[src/rtl/iqwd_pkg.sv]
// ----------------------------------------------------------------------------
// iqwd_pkg
// Shared types and constants for the group-quantized int8 weight dot product:
// controller/datapath command and status words, sequencer states, bounds.
// ----------------------------------------------------------------------------
package iqwd_pkg;

  // Widths fixed by the item format
  localparam int DOT_W  = 24;   // group dot product register
  localparam int Q_W    = 32;   // scale / bias / group sum operands
  localparam int ACC_W  = 64;   // column accumulator
  localparam int OPND_W = 33;   // shared multiplier operand (signed)
  localparam int PROD_W = 66;   // shared multiplier product
  localparam int SUM_W  = 90;   // exact group term before the fraction shift

  // Low nibble of the code in 4-bit mode
  localparam logic [7:0] CODE4_MASK = 8'h0F;

  // Saturation bounds of the accumulator
  localparam logic [ACC_W-1:0] ACC_MAX = {1'b0, {(ACC_W-1){1'b1}}};
  localparam logic [ACC_W-1:0] ACC_MIN = {1'b1, {(ACC_W-1){1'b0}}};

  // Sequencer states, one-hot
  typedef enum logic [6:0] {
    ST_IDLE  = 7'b0000001,
    ST_SA    = 7'b0000010,
    ST_BG    = 7'b0000100,
    ST_LO    = 7'b0001000,
    ST_HI    = 7'b0010000,
    ST_ADDHI = 7'b0100000,
    ST_FIN   = 7'b1000000
  } state_t;

  // Operand pair for the shared multiplier
  typedef enum logic [1:0] {
    MUL_SA = 2'd0,   // weight_scale * act_scale
    MUL_BG = 2'd1,   // weight_bias * act_group_sum
    MUL_LO = 2'd2,   // low half of scale product * group dot
    MUL_HI = 2'd3    // high half of scale product * group dot
  } mul_sel_t;

  // Update of the exact group term
  typedef enum logic [1:0] {
    SUM_HOLD   = 2'd0,
    SUM_LOAD   = 2'd1,
    SUM_ADD    = 2'd2,
    SUM_ADD_HI = 2'd3
  } sum_op_t;

  typedef struct packed {
    logic     accept;    // a word is taken this cycle
    logic     mul_en;    // capture a new product
    mul_sel_t mul_sel;
    logic     keep_sa;   // save the scale product
    sum_op_t  sum_op;
    logic     acc_upd;   // fold the group term into the accumulator
    logic     load_out;  // fold, emit and clear the column
  } cmd_t;

  typedef struct packed {
    logic item_end;      // offered word closes a group or column
    logic col_end;       // group under work closes the column
    logic out_free;      // output register can take a result
  } sts_t;

endpackage

[src/rtl/iqwd_item_if.sv]
// ----------------------------------------------------------------------------
// iqwd_item_if
// Input channel: one activation, one weight code and the group operands.
// ----------------------------------------------------------------------------
interface iqwd_item_if;
  logic              valid;
  logic              ready;
  logic signed [7:0] activation;
  logic        [7:0] weight_code;
  logic signed [31:0] weight_scale;
  logic signed [31:0] weight_bias;
  logic signed [31:0] act_scale;
  logic signed [31:0] act_group_sum;
  logic              last_in_group;
  logic              last_in_column;

  modport source (
    output valid, activation, weight_code, weight_scale, weight_bias,
           act_scale, act_group_sum, last_in_group, last_in_column,
    input  ready
  );

  modport sink (
    input  valid, activation, weight_code, weight_scale, weight_bias,
           act_scale, act_group_sum, last_in_group, last_in_column,
    output ready
  );
endinterface

[src/rtl/iqwd_result_if.sv]
// ----------------------------------------------------------------------------
// iqwd_result_if
// Result channel: saturated column sum and its overflow flag.
// ----------------------------------------------------------------------------
interface iqwd_result_if;
  logic               valid;
  logic               ready;
  logic signed [63:0] column_sum;
  logic               overflow;

  modport source (
    output valid, column_sum, overflow,
    input  ready
  );

  modport sink (
    input  valid, column_sum, overflow,
    output ready
  );
endinterface

[src/rtl/iqwd_ctrl.sv]
// ----------------------------------------------------------------------------
// iqwd_ctrl
// Sequencer: takes words, and at a group end steps the shared multiplier
// through the group combine, then folds into the accumulator or emits.
// ----------------------------------------------------------------------------
module iqwd_ctrl (
  input  logic            clk,
  input  logic            rst,
  input  logic            in_valid,
  output logic            in_ready,
  input  iqwd_pkg::sts_t  sts,
  output iqwd_pkg::cmd_t  cmd
);
  import iqwd_pkg::*;

  state_t state;
  state_t state_next;

  // Advance the sequencer
  always_ff @(posedge clk) begin
    if (rst) begin
      state <= ST_IDLE;
    end else begin
      state <= state_next;
    end
  end

  // Decode commands and next state
  always_comb begin
    state_next   = state;
    in_ready     = 1'b0;
    cmd          = '0;
    cmd.mul_sel  = MUL_SA;
    cmd.sum_op   = SUM_HOLD;
    unique case (state)
      ST_IDLE: begin
        in_ready   = 1'b1;
        cmd.accept = in_valid;
        if (in_valid && sts.item_end) begin
          state_next = ST_SA;
        end
      end
      ST_SA: begin
        cmd.mul_en  = 1'b1;
        cmd.mul_sel = MUL_SA;
        state_next  = ST_BG;
      end
      ST_BG: begin
        cmd.keep_sa = 1'b1;
        cmd.mul_en  = 1'b1;
        cmd.mul_sel = MUL_BG;
        state_next  = ST_LO;
      end
      ST_LO: begin
        cmd.sum_op  = SUM_LOAD;
        cmd.mul_en  = 1'b1;
        cmd.mul_sel = MUL_LO;
        state_next  = ST_HI;
      end
      ST_HI: begin
        cmd.sum_op  = SUM_ADD;
        cmd.mul_en  = 1'b1;
        cmd.mul_sel = MUL_HI;
        state_next  = ST_ADDHI;
      end
      ST_ADDHI: begin
        cmd.sum_op = SUM_ADD_HI;
        state_next = ST_FIN;
      end
      ST_FIN: begin
        // hold here while a column result cannot be placed
        if (!sts.col_end) begin
          cmd.acc_upd = 1'b1;
          state_next  = ST_IDLE;
        end else if (sts.out_free) begin
          cmd.load_out = 1'b1;
          state_next   = ST_IDLE;
        end
      end
      default: begin
        state_next = ST_IDLE;
      end
    endcase
  end

endmodule

[src/rtl/iqwd_dp.sv]
// ----------------------------------------------------------------------------
// iqwd_dp
// Datapath: per-word MAC into the group dot product, shared 33x33 multiplier
// for the group combine, saturating Q48.16 accumulator and output register.
// ----------------------------------------------------------------------------
module iqwd_dp #(
  parameter int FRAC_BITS = 16
) (
  input  logic               clk,
  input  logic               rst,
  input  iqwd_pkg::cmd_t     cmd,
  output iqwd_pkg::sts_t     sts,
  input  logic signed [7:0]  activation,
  input  logic        [7:0]  weight_code,
  input  logic signed [31:0] weight_scale,
  input  logic signed [31:0] weight_bias,
  input  logic signed [31:0] act_scale,
  input  logic signed [31:0] act_group_sum,
  input  logic               last_in_group,
  input  logic               last_in_column,
  input  logic               cfg_we,
  input  logic               cfg_wdata,
  input  logic               result_ready,
  output logic               result_valid,
  output logic signed [63:0] column_sum,
  output logic               overflow
);
  import iqwd_pkg::*;

  logic                     weight_bits;
  logic        [7:0]        code_eff;
  logic signed [16:0]       mac_prod;
  logic        [DOT_W-1:0]  dot_sum;
  logic        [DOT_W-1:0]  group_dot;

  logic        [DOT_W-1:0]  dot_op;
  logic        [Q_W-1:0]    ws_op;
  logic        [Q_W-1:0]    wb_op;
  logic        [Q_W-1:0]    as_op;
  logic        [Q_W-1:0]    ags_op;
  logic                     col_end_q;

  logic signed [OPND_W-1:0] mul_a;
  logic signed [OPND_W-1:0] mul_b;
  logic signed [PROD_W-1:0] prod;
  logic        [63:0]       sa_prod;
  logic signed [SUM_W-1:0]  prod_ext;
  logic signed [SUM_W-1:0]  sum;
  logic signed [SUM_W-1:0]  shifted;
  logic signed [SUM_W:0]    total;
  logic                     ovf;
  logic        [ACC_W-1:0]  acc_new;
  logic        [ACC_W-1:0]  column_acc;
  logic                     sat_flag;

  // Configuration register
  always_ff @(posedge clk) begin
    if (rst) begin
      weight_bits <= 1'b0;
    end else if (cfg_we) begin
      weight_bits <= cfg_wdata;
    end
  end

  // Exact product of one word, wrapped into the group dot product
  assign code_eff = weight_bits ? weight_code : (weight_code & CODE4_MASK);
  assign mac_prod = activation * $signed({1'b0, code_eff});
  assign dot_sum  = group_dot + {{(DOT_W-17){mac_prod[16]}}, mac_prod};

  // Accumulate, or close the group and latch its operands
  always_ff @(posedge clk) begin
    if (rst) begin
      group_dot <= '0;
    end else if (cmd.accept) begin
      group_dot <= (last_in_group || last_in_column) ? '0 : dot_sum;
    end
  end

  always_ff @(posedge clk) begin
    if (cmd.accept && (last_in_group || last_in_column)) begin
      dot_op    <= dot_sum;
      ws_op     <= weight_scale;
      wb_op     <= weight_bias;
      as_op     <= act_scale;
      ags_op    <= act_group_sum;
      col_end_q <= last_in_column;
    end
  end

  // Select multiplier operands
  always_comb begin
    unique case (cmd.mul_sel)
      MUL_SA: begin
        mul_a = {ws_op[Q_W-1], ws_op};
        mul_b = {as_op[Q_W-1], as_op};
      end
      MUL_BG: begin
        mul_a = {wb_op[Q_W-1], wb_op};
        mul_b = {ags_op[Q_W-1], ags_op};
      end
      MUL_LO: begin
        mul_a = {1'b0, sa_prod[31:0]};
        mul_b = {{(OPND_W-DOT_W){dot_op[DOT_W-1]}}, dot_op};
      end
      MUL_HI: begin
        mul_a = {sa_prod[63], sa_prod[63:32]};
        mul_b = {{(OPND_W-DOT_W){dot_op[DOT_W-1]}}, dot_op};
      end
      default: begin
        mul_a = '0;
        mul_b = '0;
      end
    endcase
  end

  // Shared multiplier, registered
  always_ff @(posedge clk) begin
    if (cmd.mul_en) begin
      prod <= mul_a * mul_b;
    end
    if (cmd.keep_sa) begin
      sa_prod <= prod[63:0];
    end
  end

  // Build the exact group term from the partial products
  assign prod_ext = {{(SUM_W-PROD_W){prod[PROD_W-1]}}, prod};

  always_ff @(posedge clk) begin
    case (cmd.sum_op)
      SUM_LOAD:   sum <= prod_ext;
      SUM_ADD:    sum <= sum + prod_ext;
      SUM_ADD_HI: sum <= sum + (prod_ext <<< 32);
      default:    sum <= sum;
    endcase
  end

  // Floor the fraction, add to the accumulator, saturate
  assign shifted = sum >>> FRAC_BITS;
  assign total   = {shifted[SUM_W-1], shifted}
                 + {{(SUM_W+1-ACC_W){column_acc[ACC_W-1]}}, column_acc};
  assign ovf     = total[SUM_W:ACC_W-1] != {(SUM_W+2-ACC_W){total[ACC_W-1]}};
  assign acc_new = ovf ? (total[SUM_W] ? ACC_MIN : ACC_MAX) : total[ACC_W-1:0];

  always_ff @(posedge clk) begin
    if (rst) begin
      column_acc <= '0;
      sat_flag   <= 1'b0;
    end else if (cmd.load_out) begin
      column_acc <= '0;
      sat_flag   <= 1'b0;
    end else if (cmd.acc_upd) begin
      column_acc <= acc_new;
      sat_flag   <= sat_flag | ovf;
    end
  end

  // Output register: hold until the word is taken
  always_ff @(posedge clk) begin
    if (rst) begin
      result_valid <= 1'b0;
    end else if (cmd.load_out) begin
      result_valid <= 1'b1;
    end else if (result_ready) begin
      result_valid <= 1'b0;
    end
  end

  always_ff @(posedge clk) begin
    if (cmd.load_out) begin
      column_sum <= acc_new;
      overflow   <= sat_flag | ovf;
    end
  end

  // Status toward the sequencer
  assign sts.item_end = last_in_group || last_in_column;
  assign sts.col_end  = col_end_q;
  assign sts.out_free = !result_valid || result_ready;

endmodule

[src/rtl/int8_quant_weight_dot_top.sv]
// ----------------------------------------------------------------------------
// int8_quant_weight_dot_top
// Group-quantized int8 weight dot product for one output column.
//
// Channels: "item" takes one activation and one weight code per word, with
// the group operands (sampled only on a word that closes a group) and the
// group/column end marks; "result" gives one column_sum and overflow per
// column. cfg_we/cfg_wdata write weight_bits (0: 4-bit codes, 1: 8-bit).
// Intake: words that do not close a group are taken back to back; a word that
// closes a group or column stops intake while the group combine runs four
// products through one shared 33x33 multiplier, then a 90-bit add and
// saturate into the accumulator. The column result is loaded into the output
// register from state FIN, which waits until that register is free.
// Receiver stall: a finished result waits in the output register while the
// next column's words keep flowing; only the next column end waits for it.
// Reset clears the group dot, accumulator, overflow flag, weight_bits and
// the output valid.
// ----------------------------------------------------------------------------
module int8_quant_weight_dot_top #(
  parameter int FRAC_BITS = 16
) (
  input  logic          clk,
  input  logic          rst,
  iqwd_item_if.sink     item,
  iqwd_result_if.source result,
  input  logic          cfg_we,
  input  logic          cfg_wdata
);
  import iqwd_pkg::*;

  cmd_t cmd;
  sts_t sts;

  // Sequencer
  iqwd_ctrl u_ctrl (
    .clk      (clk),
    .rst      (rst),
    .in_valid (item.valid),
    .in_ready (item.ready),
    .sts      (sts),
    .cmd      (cmd)
  );

  // Arithmetic and storage
  iqwd_dp #(
    .FRAC_BITS (FRAC_BITS)
  ) u_dp (
    .clk            (clk),
    .rst            (rst),
    .cmd            (cmd),
    .sts            (sts),
    .activation     (item.activation),
    .weight_code    (item.weight_code),
    .weight_scale   (item.weight_scale),
    .weight_bias    (item.weight_bias),
    .act_scale      (item.act_scale),
    .act_group_sum  (item.act_group_sum),
    .last_in_group  (item.last_in_group),
    .last_in_column (item.last_in_column),
    .cfg_we         (cfg_we),
    .cfg_wdata      (cfg_wdata),
    .result_ready   (result.ready),
    .result_valid   (result.valid),
    .column_sum     (result.column_sum),
    .overflow       (result.overflow)
  );

`ifndef SYNTHESIS
  // A result is placed only where the output register is free
  a_load_free: assert property (@(posedge clk) disable iff (rst)
    cmd.load_out |-> (!result.valid || result.ready))
    else $error("result loaded over a pending word");

  // A word that closes a group stops intake for the combine
  a_end_stalls: assert property (@(posedge clk) disable iff (rst)
    (item.valid && item.ready && sts.item_end) |=> !item.ready)
    else $error("intake open during group combine");

  // A loaded result shows up on the channel
  a_load_shows: assert property (@(posedge clk) disable iff (rst)
    cmd.load_out |=> result.valid)
    else $error("loaded result not presented");
`endif

endmodule
[src/flat_wrapper.sv]
// flat-port wrapper written by rule: the top's interface ports become plain ports
module int8_quant_weight_dot_top_flat import iqwd_pkg::*;
#(
  parameter int FRAC_BITS = 16
)
  (clk, rst, cfg_we, cfg_wdata, item_valid, item_activation, item_weight_code, item_weight_scale, item_weight_bias, item_act_scale, item_act_group_sum, item_last_in_group, item_last_in_column, item_ready, result_valid, result_column_sum, result_overflow, result_ready);
  iqwd_item_if item_i ();
  iqwd_result_if result_i ();
  input  logic clk;
  input  logic rst;
  input  logic cfg_we;
  input  logic cfg_wdata;
  input wire logic [$bits(item_i.valid)-1:0] item_valid;
  input wire logic [$bits(item_i.activation)-1:0] item_activation;
  input wire logic [$bits(item_i.weight_code)-1:0] item_weight_code;
  input wire logic [$bits(item_i.weight_scale)-1:0] item_weight_scale;
  input wire logic [$bits(item_i.weight_bias)-1:0] item_weight_bias;
  input wire logic [$bits(item_i.act_scale)-1:0] item_act_scale;
  input wire logic [$bits(item_i.act_group_sum)-1:0] item_act_group_sum;
  input wire logic [$bits(item_i.last_in_group)-1:0] item_last_in_group;
  input wire logic [$bits(item_i.last_in_column)-1:0] item_last_in_column;
  output wire logic [$bits(item_i.ready)-1:0] item_ready;
  output wire logic [$bits(result_i.valid)-1:0] result_valid;
  output wire logic [$bits(result_i.column_sum)-1:0] result_column_sum;
  output wire logic [$bits(result_i.overflow)-1:0] result_overflow;
  input wire logic [$bits(result_i.ready)-1:0] result_ready;
  assign item_i.valid = item_valid;
  assign item_i.activation = item_activation;
  assign item_i.weight_code = item_weight_code;
  assign item_i.weight_scale = item_weight_scale;
  assign item_i.weight_bias = item_weight_bias;
  assign item_i.act_scale = item_act_scale;
  assign item_i.act_group_sum = item_act_group_sum;
  assign item_i.last_in_group = item_last_in_group;
  assign item_i.last_in_column = item_last_in_column;
  assign item_ready = item_i.ready;
  assign result_valid = result_i.valid;
  assign result_column_sum = result_i.column_sum;
  assign result_overflow = result_i.overflow;
  assign result_i.ready = result_ready;
  int8_quant_weight_dot_top #(.FRAC_BITS(FRAC_BITS)) u_core (.clk(clk), .rst(rst), .item(item_i), .result(result_i), .cfg_we(cfg_we), .cfg_wdata(cfg_wdata));
endmodule
[config.mk]
export PLATFORM = sky130hd
export DESIGN_NAME = int8_quant_weight_dot_top_flat
export DESIGN_NICKNAME = d
export VERILOG_FILES = /design/src/rtl/iqwd_pkg.sv /design/src/rtl/iqwd_item_if.sv /design/src/rtl/iqwd_result_if.sv /design/src/rtl/iqwd_ctrl.sv /design/src/rtl/iqwd_dp.sv /design/src/rtl/int8_quant_weight_dot_top.sv /design/src/flat_wrapper.sv
export SDC_FILE = /design/constraint.sdc
export NUM_CORES = 2
export LEC_CHECK = 0
export ABC_AREA = 1
export BUFFER_PORTS_ARGS = -buffer_cell sky130_fd_sc_hd__buf_2
export CAP_MARGIN = 25
export CORE_MARGIN = 10
export CORE_UTILIZATION = 30
export DETAILED_ROUTE_END_ITERATION = 8
export GPL_ROUTABILITY_DRIVEN = 0
export PLACE_DENSITY = 0.5
export SLEW_MARGIN = 15
export SYNTH_ARGS = -nofsm -noshare
export SYNTH_HDL_FRONTEND = slang
export SYNTH_SLANG_ARGS = --single-unit
export TNS_END_PERCENT = 20
[constraint.sdc]
create_clock -name clk -period 26.4 [get_ports clk]
set_input_delay 1.32 -clock clk [delete_from_list [all_inputs] [get_ports clk]]
set_output_delay 1.32 -clock clk [all_outputs]
set_load 0.05 [all_outputs]
==> key figures <==
Outcome
  – Result of the run: finished clean

Detailed routing
  – DRT iter0 DRCs: 6498
  – DR vias/cell: 5.012
  – Number of nets with antenna violations after routing: 0
  – Number of iterations in the first detailed-routing pass: 6
  – Remaining routing DRC violations: 0
  – Final WL: about 310000 µm
  – DR vias: approximately 69000
  – Average wire length per cell after detail routing: 22.85 µm

Timing
  – Setup violations, final: 0
  – Fin crit period: approximately 12000 ps
  – Final setup slack of the worst path: 14570 ps
  – Highest achievable clock rate: between 80 and 90 MHz
  – Clk_skew: 48.60 ps
  – Final clock period utilization by the worst path: 44.81%
  – Transition at the pin with the smallest max-transition slack: 1113 ps
  – Max-slew headroom: about a quarter
  – Final total negative setup slack: 0 ps
  – Count of final hold-check violations: 0
  – Max-slew violation total from the final report: 0
  – RSZ-0062 raised after global routing: false

Synth
  – Number of warnings issued by yosys: 0
  – Post-synth cell types: 61
  – Register bit count reported by yosys: 536
  – Sequential element share of the synthesized area: between 10% and 20%
  – Area share of and/or/nand/nor cells after synthesis: around a fifth
  – Area leader, netlist: sky130_fd_sc_hd__fa_1
  – Largest cells by area after synthesis: sky130_fd_sc_hd__fa_1 (30%), sky130_fd_sc_hd__edfxtp_1 (17%), sky130_fd_sc_hd__inv_1 (9.9%)
  – Synthesized-area fraction occupied by xor and xnor cells: roughly 2.2%
  – Main combinational cell family by area after synthesis: adder cells
  – Synthesized area per cell: ~7.9 µm²
  – Adder-cell share of the synthesized area: a little under two fifths
  – Async set or reset register ratio after synthesis: 0%
  – Yosys top cell area share: 30.01%
  – Post-Synthesis Cell Area: approximately 79000 µm²
  – Post-synth net total: 11850
  – Post-Synthesis Cells: ~10000
  – Area fraction in compound gates after synthesis: about 9.0%
  – Proportion of synthesized area in mux cells: 0%
  – Leading register cell type out of synthesis: sky130_fd_sc_hd__edfxtp_1
  – Post-synth EDFFs: between 400 and 500

Final layout
  – FF+latch area: approximately 15000 µm²
  – Final layout net count: between 10000 and 15000
  – Number of fill cells: 28210
  – Cell area after layout: between 80000 and 90000 µm²
  – Most frequent standard cell in the layout excluding fill and tap cells: sky130_fd_sc_hd__inv_1
  – Area of the multi-input gates: between 50000 and 60000 µm²
  – Share of post-route cells with drive strength above 1: 5.744%
  – Leading cell types in the layout, fill and taps excluded: sky130_fd_sc_hd__inv_1 (2089), sky130_fd_sc_hd__nand2_1 (2055), sky130_fd_sc_hd__nor2_1 (1337), sky130_fd_sc_hd__fa_1 (1187), sky130_fd_sc_hd__a21oi_1 (565)
  – Share of the core filled with cells: 32.95%
  – Layout Area Growth over Synthesis: 9.229%

Job
  – Maximum Capacitance Violations: 0

Setup path
  – Largest fanout of any net on the critical path: 40
  – Most Frequent Cell on Critical Path: sky130_fd_sc_hd__fa_1
  – Category of the most critical setup path: reg -> reg
  – Stage delay of the slowest cell on the critical path: 630 ps
  – Critical path arrival: approximately 12000 ps
  – Endpoint class of the critical path: register
  – Required time of the critical path: around 27000 ps
  – Highest-delay cell along the critical path: sky130_fd_sc_hd__fa_1
  – Worst path bufs/invs: 15
  – CP Launch Type: register
  – Category of cells accounting for the largest share of critical-path delay: adder cells

Place
  – HPWL Detailed: between 200000 and 300000 µm
  – Worst setup timing slack at the placement stage: between 10000 and 15000 ps
  – Count of input and output buffers: approximately 220
  – Area post-placement: roughly 84000 µm²

Clock tree
  – Post-CTS setup buffer count: 0
  – Deepest clock path buffer count: 3
  – Post-cts hold buffer count: 0
  – CTS Buf Count: 69
  – Clock transition at the registers of the reported paths: 60 ps
  – H-tree level count: 3
  – Source-to-sink clock delay at the later pin of the worst-skew pair: 690 ps
  – CTS sink cnt: 536
  – Resized Gates After CTS: 0
  – Root Buffer: sky130_fd_sc_hd__clkbuf_16
  – TritonCTS clock tree: yes

Global route
  – Remaining global-route overflow: 0
  – Total global-route track usage: 21.41%
  – Initial antenna violation count: 34
  – First-pass GRT wire length: 461700 µm
  – Via count of the first global-routing pass: around 70000
  – Pin count of the biggest net entering global routing: between 150 and 200

Die
  – Placement Rows: about 190
  – Floorplan die width: 533.8 µm
  – Number of placed I/O pins: around 220
  – Initial standard-cell utilization of the core: between 30% and 40%
  – Die footprint: between 200000 and 300000 µm²
  – Total core area: 262500 µm²
  – Die height: 533.8 µm

Min path
  – Kind of path behind the tightest hold check: reg -> reg
## state kept, by name (all words and copies together), names as in the netlist, 24 cells and up
| signal | cells |
|---|---|
| u_core.u_dp.sa_prod | 64 |
| u_core.u_dp.column_acc | 64 |
| u_core.u_dp.ws_op | 32 |
| u_core.u_dp.ags_op | 32 |
| u_core.u_dp.group_dot | 24 |
| u_core.u_dp.as_op | 32 |
| u_core.u_dp.prod | 66 |
| u_core.u_dp.wb_op | 32 |
| u_core.u_dp.dot_op | 24 |
| u_core.u_dp.column_sum | 64 |
| u_core.u_dp.sum | 90 |
## final timing paths
| path | end | cells past startpoint | from | slack [ps] |
|---|---|---|---|---|
| max | u_core.u_dp.prod[62]$_DFFE_PP_ | 44 | u_core.u_ctrl.state[5]$_SDFFE_PP0P_ | 14570 |
| min | u_core.u_dp.group_dot[7]$_SDFFE_PP0P_ | 2 | u_core.u_dp.group_dot[7]$_SDFFE_PP0P_ | 470 |
| max reg2reg | u_core.u_dp.prod[62]$_DFFE_PP_ | 44 | u_core.u_ctrl.state[5]$_SDFFE_PP0P_ | 14570 |
| min reg2reg | u_core.u_dp.group_dot[7]$_SDFFE_PP0P_ | 2 | u_core.u_dp.group_dot[7]$_SDFFE_PP0P_ | 470 |
## Yosys cell counts (106+ instances only)
master / count
sky130_fd_sc_hd__inv_1: 2094
sky130_fd_sc_hd__xor2_1: 106
sky130_fd_sc_hd__nand2_1: 2056
sky130_fd_sc_hd__ha_1: 505
sky130_fd_sc_hd__nor2_1: 1340
sky130_fd_sc_hd__fa_1: 1187
sky130_fd_sc_hd__buf_2: 131
sky130_fd_sc_hd__nand4_1: 137
sky130_fd_sc_hd__nand3_1: 219
sky130_fd_sc_hd__o21ai_0: 337
sky130_fd_sc_hd__a21oi_1: 566
sky130_fd_sc_hd__edfxtp_1: 438
sky130_fd_sc_hd__clkbuf_1: 108
## per-stage QoR
stage	std cells	hold slack [ps]
after floorplan	10010	449.2
after global placement	13550	457.7
after detailed placement	13560	462.4
after CTS	13680	471.9
after global routing	13690	492.6
final	13690	471.0
## layer usage
layer  part of all wire, %  track usage (%)
met5                0.0042                0
met4                   6.0            10.18
met3                   7.4            3.364
met2                    46            35.10
met1                    41            27.61
## kinds of logic after synthesis
logic type	count (synthesis)
and+or+nand+nor	3902
xor gates and xnor gates	196
buffers and inverters	2437
adders and majority gates	1692
AOI/OAI and AO/OA	1246
DFF	536
## layout make-up
| type | instances | share of cell area (%) |
|---|---|---|
| Multi-Input combinational cell | 7036 | 63.17 |
| Sequential cell | 536 | 17.47 |
| Inverter | 2149 | 9.331 |
| Tap cell | 3515 | 5.084 |
| Timing Repair Buffer | 320 | 2.239 |
| Clock buffer | 94 | 2.238 |
| Clock inverter | 33 | 0.4571 |
| Antenna cell | 3 | 0.008679 |
## worst min-delay path, stage by stage, from the launching register on
cell,delay [ps]
sky130_fd_sc_hd__dfxtp_1,310
sky130_fd_sc_hd__nand2_1,60
sky130_fd_sc_hd__a21oi_1,50
Power is left out: the tool's default activity adds up to more than one toggle a clock period on the data nets, which glitch-free logic cannot reach.
